[src/design/lnw_pkg.sv]
`timescale 1ns / 1ps
// ----------------------------------------------------------------------------
// LCD nibble writer package
// Types, opcodes and the microcode table of the 4-bit LCD write sequencer.
// ----------------------------------------------------------------------------
package lnw_pkg;

   localparam int PC_W = 5;

   typedef logic [PC_W-1:0] pc_type;
   typedef logic [2:0]      pidx_type;

   // Request kinds.
   localparam logic [1:0] CMD_INSTR  = 2'd0;
   localparam logic [1:0] CMD_DATA   = 2'd1;
   localparam logic [1:0] CMD_NUMBER = 2'd2;
   localparam logic [1:0] CMD_INIT   = 2'd3;

   // Microcode operations.
   localparam logic [3:0] OP_IDLE     = 4'd0;
   localparam logic [3:0] OP_LOAD_VAL = 4'd1;
   localparam logic [3:0] OP_LOAD_IMM = 4'd2;
   localparam logic [3:0] OP_EMIT_HI  = 4'd3;
   localparam logic [3:0] OP_EMIT_LO  = 4'd4;
   localparam logic [3:0] OP_EMIT_LD  = 4'd5;
   localparam logic [3:0] OP_DIG_SUB  = 4'd6;
   localparam logic [3:0] OP_DIG_CHK  = 4'd7;
   localparam logic [3:0] OP_DIG_NEXT = 4'd8;

   // Program entry points.
   localparam pc_type A_IDLE     = 5'd0;
   localparam pc_type A_BYTE     = 5'd1;
   localparam pc_type A_DEC      = 5'd4;
   localparam pc_type A_DEC_NEXT = 5'd8;
   localparam pc_type A_INIT     = 5'd9;

   localparam logic [7:0] DIGIT_BASE = 8'd48;
   localparam pidx_type   PIDX_UNITS = 3'd4;

   typedef struct packed {
      logic [3:0] op;
      logic [7:0] imm;
      logic       last;
      pc_type     nxt;
      pc_type     jmp;
   } ctrl_word_type;

   function automatic ctrl_word_type mk(input logic [3:0] op, input logic [7:0] imm,
                                        input logic last, input pc_type nxt,
                                        input pc_type jmp);
      ctrl_word_type w;
      w.op   = op;
      w.imm  = imm;
      w.last = last;
      w.nxt  = nxt;
      w.jmp  = jmp;
      return w;
   endfunction

   function automatic pc_type entry_of(input logic [1:0] cmd);
      pc_type a;
      case (cmd)
         CMD_INSTR:  a = A_BYTE;
         CMD_DATA:   a = A_BYTE;
         CMD_NUMBER: a = A_DEC;
         CMD_INIT:   a = A_INIT;
         default:    a = A_IDLE;
      endcase
      return a;
   endfunction

   // Decimal weight of each digit position, most significant first.
   function automatic logic [15:0] weight_of(input pidx_type p);
      logic [15:0] w;
      case (p)
         3'd0:    w = 16'd10000;
         3'd1:    w = 16'd1000;
         3'd2:    w = 16'd100;
         3'd3:    w = 16'd10;
         default: w = 16'd1;
      endcase
      return w;
   endfunction

   function automatic ctrl_word_type ucode_rom(input pc_type a);
      ctrl_word_type w;
      case (a)
         // Idle: wait for a request and dispatch on its kind.
         5'd0:  w = mk(OP_IDLE,     8'h00, 1'b0, A_IDLE,     A_IDLE);
         // Single byte.
         5'd1:  w = mk(OP_LOAD_VAL, 8'h00, 1'b0, 5'd2,       A_IDLE);
         5'd2:  w = mk(OP_EMIT_HI,  8'h00, 1'b0, 5'd3,       A_IDLE);
         5'd3:  w = mk(OP_EMIT_LO,  8'h00, 1'b1, A_IDLE,     A_IDLE);
         // Decimal number, one digit position per pass.
         5'd4:  w = mk(OP_DIG_SUB,  8'h00, 1'b0, 5'd5,       A_DEC);
         5'd5:  w = mk(OP_DIG_CHK,  8'h00, 1'b0, 5'd6,       A_DEC_NEXT);
         5'd6:  w = mk(OP_EMIT_HI,  8'h00, 1'b0, 5'd7,       A_IDLE);
         5'd7:  w = mk(OP_EMIT_LD,  8'h00, 1'b0, A_DEC_NEXT, A_IDLE);
         5'd8:  w = mk(OP_DIG_NEXT, 8'h00, 1'b0, A_DEC,      A_IDLE);
         // Display set-up sequence.
         5'd9:  w = mk(OP_LOAD_IMM, 8'h02, 1'b0, 5'd10,      A_IDLE);
         5'd10: w = mk(OP_EMIT_HI,  8'h00, 1'b0, 5'd11,      A_IDLE);
         5'd11: w = mk(OP_EMIT_LO,  8'h00, 1'b0, 5'd12,      A_IDLE);
         5'd12: w = mk(OP_LOAD_IMM, 8'h28, 1'b0, 5'd13,      A_IDLE);
         5'd13: w = mk(OP_EMIT_HI,  8'h00, 1'b0, 5'd14,      A_IDLE);
         5'd14: w = mk(OP_EMIT_LO,  8'h00, 1'b0, 5'd15,      A_IDLE);
         5'd15: w = mk(OP_LOAD_IMM, 8'h01, 1'b0, 5'd16,      A_IDLE);
         5'd16: w = mk(OP_EMIT_HI,  8'h00, 1'b0, 5'd17,      A_IDLE);
         5'd17: w = mk(OP_EMIT_LO,  8'h00, 1'b0, 5'd18,      A_IDLE);
         5'd18: w = mk(OP_LOAD_IMM, 8'h0c, 1'b0, 5'd19,      A_IDLE);
         5'd19: w = mk(OP_EMIT_HI,  8'h00, 1'b0, 5'd20,      A_IDLE);
         5'd20: w = mk(OP_EMIT_LO,  8'h00, 1'b0, 5'd21,      A_IDLE);
         5'd21: w = mk(OP_LOAD_IMM, 8'h06, 1'b0, 5'd22,      A_IDLE);
         5'd22: w = mk(OP_EMIT_HI,  8'h00, 1'b0, 5'd23,      A_IDLE);
         5'd23: w = mk(OP_EMIT_LO,  8'h00, 1'b0, 5'd24,      A_IDLE);
         5'd24: w = mk(OP_LOAD_IMM, 8'h80, 1'b0, 5'd25,      A_IDLE);
         5'd25: w = mk(OP_EMIT_HI,  8'h00, 1'b0, 5'd26,      A_IDLE);
         5'd26: w = mk(OP_EMIT_LO,  8'h00, 1'b1, A_IDLE,     A_IDLE);
         default: w = mk(OP_IDLE,   8'h00, 1'b0, A_IDLE,     A_IDLE);
      endcase
      return w;
   endfunction

endpackage

[src/design/lcd_nibble_writer_with_decimal.sv]
`timescale 1ns / 1ps
// ----------------------------------------------------------------------------
// LCD nibble writer with decimal printing
// Turns byte, number and set-up requests into 4-bit LCD bus transfers,
// driven by a small microcode program.
// ----------------------------------------------------------------------------
// Channel  Direction  Payload
// req      in         tdata: value[15:0]; tuser: command[1:0]
// rsp      out        tdata: nibble[3:0], zeros[7:4]; tuser: reg_select; tlast: last
//
// One microcode step per cycle unless a stalled result beat holds an emit step; each nibble beat takes one step.
// A byte request runs a load step and two emit steps; set-up runs six load steps, each followed by two emit steps.
// For each of five digit positions, a number runs the repeated-subtraction step once per unit of the digit and once
// more, then a check step and a next step, plus two emit steps per printed digit.
// Reset is synchronous and returns the program counter to idle.
// A stalled result beat holds the sequencer on its emit step.
// ----------------------------------------------------------------------------
module lcd_nibble_writer_with_decimal import lnw_pkg::*; (
   input  logic        clock,
   input  logic        reset,
   input  logic        req_tvalid,
   output logic        req_tready,
   input  logic [15:0] req_tdata,   // value[15:0]
   input  logic [1:0]  req_tuser,   // command[1:0]
   output logic        rsp_tvalid,
   input  logic        rsp_tready,
   output logic [7:0]  rsp_tdata,   // nibble[3:0], zeros[7:4]
   output logic        rsp_tuser,   // reg_select
   output logic        rsp_tlast
);

   ctrl_word_type word;

   pc_type      pc_ff, pc_in;
   logic [15:0] val_ff, val_in;
   logic [7:0]  byte_ff, byte_in;
   logic        rs_ff, rs_in;
   logic [3:0]  digit_ff, digit_in;
   logic        started_ff, started_in;
   pidx_type    pidx_ff, pidx_in;

   logic        rsp_valid_ff, rsp_valid_in;
   logic [3:0]  rsp_nib_ff, rsp_nib_in;
   logic        rsp_rs_ff, rsp_rs_in;
   logic        rsp_last_ff, rsp_last_in;

   logic        out_free;
   logic [15:0] weight;

   assign word     = ucode_rom(pc_ff);
   assign out_free = !rsp_valid_ff || rsp_tready;
   assign weight   = weight_of(pidx_ff);

   assign req_tready = (word.op == OP_IDLE);
   assign rsp_tvalid = rsp_valid_ff;
   assign rsp_tdata  = {4'b0000, rsp_nib_ff};
   assign rsp_tuser  = rsp_rs_ff;
   assign rsp_tlast  = rsp_last_ff;

   always_comb begin
      pc_in        = pc_ff;
      val_in       = val_ff;
      byte_in      = byte_ff;
      rs_in        = rs_ff;
      digit_in     = digit_ff;
      started_in   = started_ff;
      pidx_in      = pidx_ff;
      rsp_valid_in = rsp_valid_ff && !rsp_tready;
      rsp_nib_in   = rsp_nib_ff;
      rsp_rs_in    = rsp_rs_ff;
      rsp_last_in  = rsp_last_ff;

      case (word.op)
         OP_IDLE: begin
            if (req_tvalid) begin
               val_in     = req_tdata;
               rs_in      = req_tuser[0];
               digit_in   = 4'd0;
               started_in = 1'b0;
               pidx_in    = 3'd0;
               pc_in      = entry_of(req_tuser);
            end
         end
         OP_LOAD_VAL: begin
            byte_in = val_ff[7:0];
            pc_in   = word.nxt;
         end
         OP_LOAD_IMM: begin
            byte_in = word.imm;
            rs_in   = 1'b0;
            pc_in   = word.nxt;
         end
         OP_EMIT_HI, OP_EMIT_LO, OP_EMIT_LD: begin
            if (out_free) begin
               rsp_valid_in = 1'b1;
               rsp_rs_in    = rs_ff;
               rsp_nib_in   = (word.op == OP_EMIT_HI) ? byte_ff[7:4] : byte_ff[3:0];
               rsp_last_in  = word.last ||
                              ((word.op == OP_EMIT_LD) && (pidx_ff == PIDX_UNITS));
               pc_in        = word.nxt;
            end
         end
         OP_DIG_SUB: begin
            if (val_ff >= weight) begin
               val_in   = val_ff - weight;
               digit_in = digit_ff + 4'd1;
               pc_in    = word.jmp;
            end else begin
               pc_in    = word.nxt;
            end
         end
         OP_DIG_CHK: begin
            // Leading zeros are dropped, but the units digit is always printed.
            if ((digit_ff == 4'd0) && !started_ff && (pidx_ff != PIDX_UNITS)) begin
               pc_in      = word.jmp;
            end else begin
               byte_in    = DIGIT_BASE + {4'b0000, digit_ff};
               rs_in      = 1'b1;
               started_in = 1'b1;
               pc_in      = word.nxt;
            end
         end
         OP_DIG_NEXT: begin
            if (pidx_ff == PIDX_UNITS) begin
               pc_in    = word.jmp;
            end else begin
               pidx_in  = pidx_ff + 3'd1;
               digit_in = 4'd0;
               pc_in    = word.nxt;
            end
         end
         default: begin
            pc_in = A_IDLE;
         end
      endcase
   end

   always_ff @(posedge clock) begin
      if (reset) begin
         pc_ff        <= A_IDLE;
         rsp_valid_ff <= 1'b0;
      end else begin
         pc_ff        <= pc_in;
         rsp_valid_ff <= rsp_valid_in;
      end
   end

   always_ff @(posedge clock) begin
      val_ff      <= val_in;
      byte_ff     <= byte_in;
      rs_ff       <= rs_in;
      digit_ff    <= digit_in;
      started_ff  <= started_in;
      pidx_ff     <= pidx_in;
      rsp_nib_ff  <= rsp_nib_in;
      rsp_rs_ff   <= rsp_rs_in;
      rsp_last_ff <= rsp_last_in;
   end

endmodule

[config.mk]
export PLATFORM = sky130hd
export DESIGN_NAME = lcd_nibble_writer_with_decimal
export DESIGN_NICKNAME = d
export VERILOG_FILES = /design/src/design/lnw_pkg.sv /design/src/design/lcd_nibble_writer_with_decimal.sv
export SDC_FILE = /design/constraint.sdc
export NUM_CORES = 1
export LEC_CHECK = 0
export ABC_CLOCK_PERIOD_IN_PS = 4630
export BUFFER_PORTS_ARGS = -buffer_cell sky130_fd_sc_hd__buf_2
export CORE_AREA = 2 2 99 101
export DETAILED_ROUTE_END_ITERATION = 6
export DIE_AREA = 0 0 101 103
export GPL_TIMING_DRIVEN = 0
export HOLD_SLACK_MARGIN = 0.12
export PLACE_DENSITY = 0.62
export SYNTH_ARGS = -nofsm -noshare
export SYNTH_HDL_FRONTEND = slang
export SYNTH_SLANG_ARGS = --single-unit
export TNS_END_PERCENT = 10
[constraint.sdc]
create_clock -name clock -period 4.63 [get_ports clock]
set_input_delay 0 -clock clock [delete_from_list [all_inputs] [get_ports clock]]
set_output_delay 0 -clock clock [all_outputs]
set_load 0.03 [all_outputs]
==> summary.txt, run 1 <==
Run status
  – Status: finished, final reports clean

Drt
  – Met3 WL: between 400 and 500 um
  – Routed WL: 9610 um
  – Routed Antenna Nets: 0
  – Drt wl/cell: 15.7 um
  – Detailed-route via count: about 3400
  – Vias per cell: 5.49
  – # DRC: 0
  – First-pass iteration count of the detailed router: 4
  – Initial DRC count: around 190
  – Max layer used: met4
  – Met2 wire len: between 4000 and 5000 um
  – M1 WL: about 4600 um

Critical path
  – Setup crit start kind: flop
  – CP Max Fanout: 8
  – Worst Setup Path Type: flop to flop
  – WP data required: between 4 and 5 ns
  – Crit path DAT: 4.36 ns
  – Nature of the critical path endpoint: flop
  – Reg2Reg Depth: 15

Logic synthesis
  – Mux cell area share after synthesis: ~2.9%
  – Most common library cells after synthesis: nand2_1 (56), edfxtp_1 (39), nor2_1 (35)
  – Area leader, netlist: edfxtp_1
  – Synth Cell Area: just over 4000 sq um
  – Post-Synth Simple-Gate Area: about 21%
  – Xor and xnor area share after synthesis: around 2.6%
  – Sequential element share of the synthesized area: 40.6%
  – Post-Synthesis Cells: 433
  – Fraction of registers with async set/reset: 0%
  – Adder-cell share of the synthesized area: roughly 8.5%
  – Synth Register Bits: 63
  – Largest family of logic cells by synthesized area: simple AND/OR/NAND/NOR gates
  – Avg Synthesized Cell Area: ~9.4 sq um
  – Complex-gate fraction of the synthesized area: about a fifth
  – Number of synthesized flops with an enable pin: 39
  – Most frequent cell after synthesis: nand2_1
  – Synthesis Warnings: 0
  – Top FF cell, synth: edfxtp_1
  – Yosys top cell area share: ~29%
  – Library cells used by synthesis: 80
  – Top cells by area, synth: edfxtp_1 (29%), dfxtp_1 (12%), ha_1 (8.0%)

Pwr
  – Cell Pwr Density: roughly 670 nW/um^2
  – Logic pwr share: roughly 54%
  – VDD IR max: about 430 uV
  – Power Total: between 3 and 4 mW
  – Switching Share: between 40% and 50%
  – Sw Pwr: 1.39 mW
  – Pleak: ~2.0 nW
  – Clock Power Share: between 15 and 20%
  – P_int: about 1.8 mW
  – Part of the power in registers: 30.3%

Global routing
  – First-pass GRT wire length: 16100 um
  – Vias in the first global route: about 3300
  – Initial antenna violation count: 0
  – Gr usage total: between 10% and 20%
  – Global route overflow: 0
  – Pin count of the biggest net entering global routing: 17

Layout
  – Antenna cells: 0
  – Nets: between 500 and 600
  – Layout Cells excl Fill: 614
  – Fill cells: a little over 900
  – Area grow syn2layout: 17.5%
  – Layout cells sized above 1: 17.8%

Die
  – Row Count: 36
  – Die width: approximately 100 um
  – Io pins: 34
  – Die ar.: about 10000 sq um
  – Core footprint: 9460 sq um
  – Starting Density: 43.0%
  – Die height: 103 um

STA
  – Crit share post-route: 89.4%
  – Post-layout minimum cycle time: between 4 and 5 ns
  – Final hold violation count: 0
  – Setup tns final: 0 ns
  – Fin. max-slew vios: 0
  – Max Clock Skew: between 0.01 and 0.015 ns
  – RSZ-0062 raised after global routing: false
  – Fmax: between 200 and 250 MHz
  – Max transition margin: between 20% and 30%
  – Final setup fails: 0
  – Worst-margin pin slew: roughly 1.1 ns

Clock network
  – Clock Pin Slew Worst Setup and Hold Paths: roughly 0.070 ns
  – H-Tree Depth: 3
  – Worst-skew pair later-pin latency: between 0.3 and 0.4 ns
  – CTS tree: done
  – Post CTS Setup Buffer Count: 0
  – Sink Count: 63
  – Max clock buf depth: 2
  – Total CTS buffers: 9
  – Root Driver: clkbuf_8

Min path
  – Hold depth: 3
  – Tightest Hold Check Type: input pin to flop

Placed design
  – Placed Instances: 579
  – Dpl hpwl: approximately 7300 um
  – I/O Buffers: 29
  – RD Place Congestion: 0.929

Job
  – Max-cap violation count: 0
area by class of cell:
type / count / area [sq um] / area share [%]
sequential: 63 / 1650 / 34.6
timing repair buffer: 48 / 335 / 7.02
inverter: 22 / 90.1 / 1.88
tap: 114 / 143 / 2.98
buffer: 21 / 118 / 2.46
multi-input combinational: 330 / 2220 / 46.5
clock buffer: 12 / 166 / 3.48
clock inverter: 4 / 51.3 / 1.07
worst paths after layout:
kind,start,end,slack (ns)
worst max-delay path,pidx_ff[0],word[19],0.49
worst min-delay path,req_tvalid,rs_ff,0.22
worst max register to register,pidx_ff[0],word[19],0.49
worst min register to register,rs_ff,rsp_tuser,0.44
power groups by stage:
| stage | Clock, mW | Sequential, mW | Combinational (mW) |
|---|---|---|---|
| 5_1_grt | 0.545 | 0.987 | 1.90 |
| 3_3_place_gp | 0 | 0.974 | 1.64 |
| 4_1_cts | 0.522 | 0.965 | 1.70 |
| 3_5_place_dp | 0 | 0.977 | 1.67 |
| 2_1_floorplan | 0 | 0.979 | 1.27 |
| 6_report | 0.513 | 0.963 | 1.71 |
registers in the layout, indices dropped and copies added (netlist names):
| register | cells |
|---|---|
| byte_ff | 8 |
| digit_ff | 4 |
| pc_ff | 5 |
| pidx_ff | 3 |
| rs_ff | 1 |
| rsp_nib_ff | 4 |
| rsp_tlast | 1 |
| rsp_tuser | 1 |
| rsp_tvalid | 1 |
| started_ff | 1 |
| val_ff | 16 |
| word | 18 |
per-stage QoR:
step           utilization (%)  hold WS, ns  setup slack [ns]  area, sq um
2_1_floorplan                -        0.185              1.05         4080
3_3_place_gp              46.2        0.270             0.420         4370
3_5_place_dp              46.2        0.281             0.376         4370
4_1_cts                   50.5        0.181             0.350         4780
5_1_grt                   50.5        0.215             0.138         4780
6_report                  50.5        0.220             0.492         4780
cell families (layout without fill, tap and decap cells):
family / after synthesis / after routing
AO/OA/AOI/OAI: 112 / 112
adder cells (fa/ha/maj): 27 / 27
multiplexers: 11 / 11
flip-flops: 63 / 63
XOR/XNOR: 12 / 12
AND/OR/NAND/NOR: 164 / 164
buffers and inverters: 43 / 107
other: 1 / 4
critical path: stages (launching register included):
cell and delay (ns):
edfxtp_1 0.44, ha_1 0.26, o21ai_0 0.32, ha_1 0.36, a21o_1 0.21, a31o_1 0.28, a211oi_2 0.24, and3_1 0.18
buf_4 0.19, o21ai_4 0.11, nor2_2 0.29, inv_1 0.16, ha_1 0.42, nand2_1 0.10, a21boi_0 0.14, a221oi_1 0.32
repair_timing:
item,4_1_cts,5_1_grt
hold endpoints to repair,19,0
setup endpoints to repair,0,1
resized for setup,0,1
hold buffers,19,0
per-layer routing:
layer	vias to the layer above	global-route usage (%)
met5	-	0
met1	1591	26.8
met3	6	4.54
li1	1699	-
met2	74	32.3
met4	0	5.51
cell usage in the layout (no fill, tap or decap), drive strengths merged, types with 4 or more instances in the layout:
cell         count
nand2b           7
a211oi           4
xnor2            5
a21oi           19
ha              26
and3             6
clkinv           4
a31o             4
nor2            36
a21boi           7
a21o             4
and2             6
mux2i            4
edfxtp          39
inv             20
o211ai           4
dlygate4sd3     19
nand2           58
conb             4
a31oi            4
nor3            12
nor4             4
mux2             7
dfxtp           24
o21ai           34
nand3            8
clkbuf          21
a22oi            6
xor2             7
nor2b            6
buf             41
Power figures use the tool's default switching activity.
==> run 2: changes to the inputs <==
Settings changed: CORE_AREA 2 2 99 101 to 2 2 110 91, DIE_AREA 0 0 101 103 to 0 0 112 93.
==> summary.txt, run 2 (same netlist as run 1, synthesis figures left out) <==
Run status
  – Status: finished, final reports clean

STA
  – Setup tns final: 0 ns (unchanged)
  – Crit share post-route: 90.5% (+1.1 points)
  – Max Clock Skew: 0.00845 ns (-0.00533 ns)
  – Worst-margin pin slew: 1.05 ns (-0.0188 ns)
  – Final hold violation count: 0 (unchanged)
  – Fmax: 239 MHz (-1.2%)
  – Post-layout minimum cycle time: 4.19 ns (+0.0518 ns)
  – Fin. max-slew vios: 0 (unchanged)
  – RSZ-0062 raised after global routing: false
  – Final setup fails: 0 (unchanged)
  – Max transition margin: 29.3% (+1.3 points)

Critical path
  – Crit path DAT: 4.40 ns (+0.04 ns)
  – Worst path slowest cell: edfxtp_1
  – CP Max Fanout: 8 (unchanged)
  – Setup crit start kind: flop
  – Nature of the critical path endpoint: flop
  – WP data required: 4.84 ns (about the same)
  – Reg-to-reg endpoint: word[19]
  – Worst Setup Path Type: flop to flop
  – Crit path cell chain: ha_1, ha_1, nand2_1, inv_1, fa_1, nand2b_1, a21oi_1, o211ai_1, and3_1, buf_4, o21ai_4, nor2_2, inv_1, ha_1, nand2_1, o221ai_1, a221oi_1
  – Worst R2R Setup Slack: 0.44 ns (-0.05 ns)
  – Crit-path leading delay family: compound AO/OA/AOI/OAI gates
  – CP max stage delay: 0.44 ns (about the same)
  – Most common cell on crit path: ha_1
  – Reg2Reg Depth: 17 (+2)
  – Worst R2R Start: pidx_ff[0]
  – WP buf/inv: 3 (+1)

Min path
  – Hold EP: started_ff
  – Tightest Hold Check Type: input pin to flop
  – Hold depth: 3 (unchanged)
  – Hold Startpoint: req_tvalid

Global routing
  – Vias in the first global route: 3253 (-2.6%)
  – Pin count of the biggest net entering global routing: 17 (unchanged)
  – First-pass GRT wire length: 16100 um (+0.13%)
  – Initial antenna violation count: 0 (unchanged)
  – Gr usage total: 19.3% (-0.56 points)
  – Global route overflow: 0 (unchanged)

Placed design
  – RD Place Congestion: 0.866 (-6.8%)
  – Dpl hpwl: 7370 um (+0.40%)
  – I/O Buffers: 29 (unchanged)

Drt
  – Routed Antenna Nets: 0 (unchanged)
  – Detailed-route via count: 3346 (-0.71%)
  – Routed WL: 9680 um (+0.67%)
  – Drt wl/cell: 15.6 um (-0.15%)
  – # DRC: 0 (unchanged)
  – Vias per cell: 5.41 (-1.5%)
  – Initial DRC count: 243 (+27%)
  – First-pass iteration count of the detailed router: 5 (+1)

Pwr
  – Pleak: 2.03 nW (+2.1%)
  – Cell Pwr Density: 692 nW/um^2 (+3.9%)
  – VDD IR max: 249 uV (-42%)
  – Power Total: 3.37 mW (+5.9%)

Die
  – Core footprint: 9370 sq um (-0.95%)
  – Die width: 112 um (+11%)
  – Die ar.: 10400 sq um (+0.12%)
  – Die height: 93 um (-9.7%)
  – Starting Density: 43.4% (+0.41 points)
  – Io pins: 34 (unchanged)
  – Row Count: 32 (-11%)

Layout
  – Commonest non-fill, non-tap cell in the layout: nand2_1
  – Max reg flops: 18 (unchanged)
  – Commonest non-fill, non-tap cells in the layout: nand2_1 (56), edfxtp_1 (39), buf_2 (33), nor2_1 (33), o21ai_0 (30)
  – Antenna cells: 0 (unchanged)
  – Area grow syn2layout: 19.8%
  – Nets: 544 (unchanged)
  – Layout cells sized above 1: 17.2% (-0.60 points)
  – Fill cells: 882 (-4.5%)

Clock network
  – Post CTS Setup Buffer Count: 0 (unchanged)
  – Clock Pin Slew Worst Setup and Hold Paths: 0.05 ns (-0.02 ns)
  – Total CTS buffers: 9 (unchanged)
  – Max clock buf depth: 2 (unchanged)
  – Sink Count: 63 (unchanged)
  – Worst-skew pair later-pin latency: 0.33 ns (about the same)
  – H-Tree Depth: 3 (unchanged)
  – Root Driver: clkbuf_16
  – CTS tree: done

Job
  – Max-cap violation count: 0 (unchanged)
## run 2: cell count changes in the layout (fill, tap and decap cells not counted)
| cell | before | now |
|---|---|---|
| bufinv_16 | 1 | 2 |
| clkbuf_1 | 10 | 11 |
| clkbuf_16 | 1 | 9 |
| clkbuf_8 | 10 | 0 |
| clkinv_1 | 1 | 3 |
| clkinv_4 | 2 | 1 |
| clkinvlp_4 | 1 | 0 |
## run 2: tightest hold or removal path, stage by stage
cell	delay [ns]
buf_2	0.13
nor2_1	0.14
a211oi_1	0.07
## run 2: per-stage QoR
step	hold slack (ns)	cell area [sq um]	setup WS, ns	cells	util [%]
finish	0.197	4870	0.440	619	52.0
global route	0.235	4870	0.0587	619	52.0
CTS	0.189	4870	0.316	619	52.0
detailed placement	0.278	4380	0.346	584	46.7
global placement	0.272	4370	0.393	584	46.7
floorplan	0.185	4080	1.05	436	-
## run 2: worst max-delay path by stage
stage	from	to	slack, ns	cells after the start
floorplan	pidx_ff[0]	word[19]	1.05	15
global placement	pidx_ff[0]	word[19]	0.39	15
detailed placement	pidx_ff[0]	word[19]	0.35	15
CTS	pidx_ff[0]	word[19]	0.32	15
global route	pidx_ff[0]	word[19]	0.06	15
finish	pidx_ff[0]	word[19]	0.44	17
## run 2: cell type report
| type | instances | area [sq um] | area share (%) |
|---|---|---|---|
| Inverter | 22 | 90.1 | 1.85 |
| Clock inverter | 5 | 72.6 | 1.49 |
| Buffer | 21 | 118 | 2.41 |
| Tap cell | 119 | 149 | 3.06 |
| Multi-Input combinational cell | 330 | 2220 | 45.6 |
| Sequential cell | 63 | 1650 | 33.9 |
| Timing Repair Buffer | 48 | 335 | 6.88 |
| Clock buffer | 11 | 233 | 4.78 |
## run 2: routing by layer
layer / part of all wire (%) / vias to the layer above / GRT usage (%)
met5: 0 / - / 0
met4: 1.5 / 0 / 6.40
met3: 5.1 / 14 / 2.92
met2: 43 / 87 / 29.9
met1: 51 / 1545 / 27.9
li1: - / 1700 / -
## run 2: power breakdown
| group | internal (mW) | total (mW) | leakage (nW) | switching (mW) |
|---|---|---|---|---|
| Sequential | 0.853 | 0.969 | 0.567 | 0.116 |
| Clock | 0.466 | 0.697 | 0.149 | 0.231 |
| Combinational | 0.641 | 1.71 | 1.32 | 1.06 |
| Total | 1.96 | 3.37 | 2.03 | 1.41 |
## run 2: timing repair
item                                    CTS  global route
resized for setup                         0             1
hold buffers                             19             0
endpoints found under the setup margin    0             1
hold endpoints to repair                 19             0
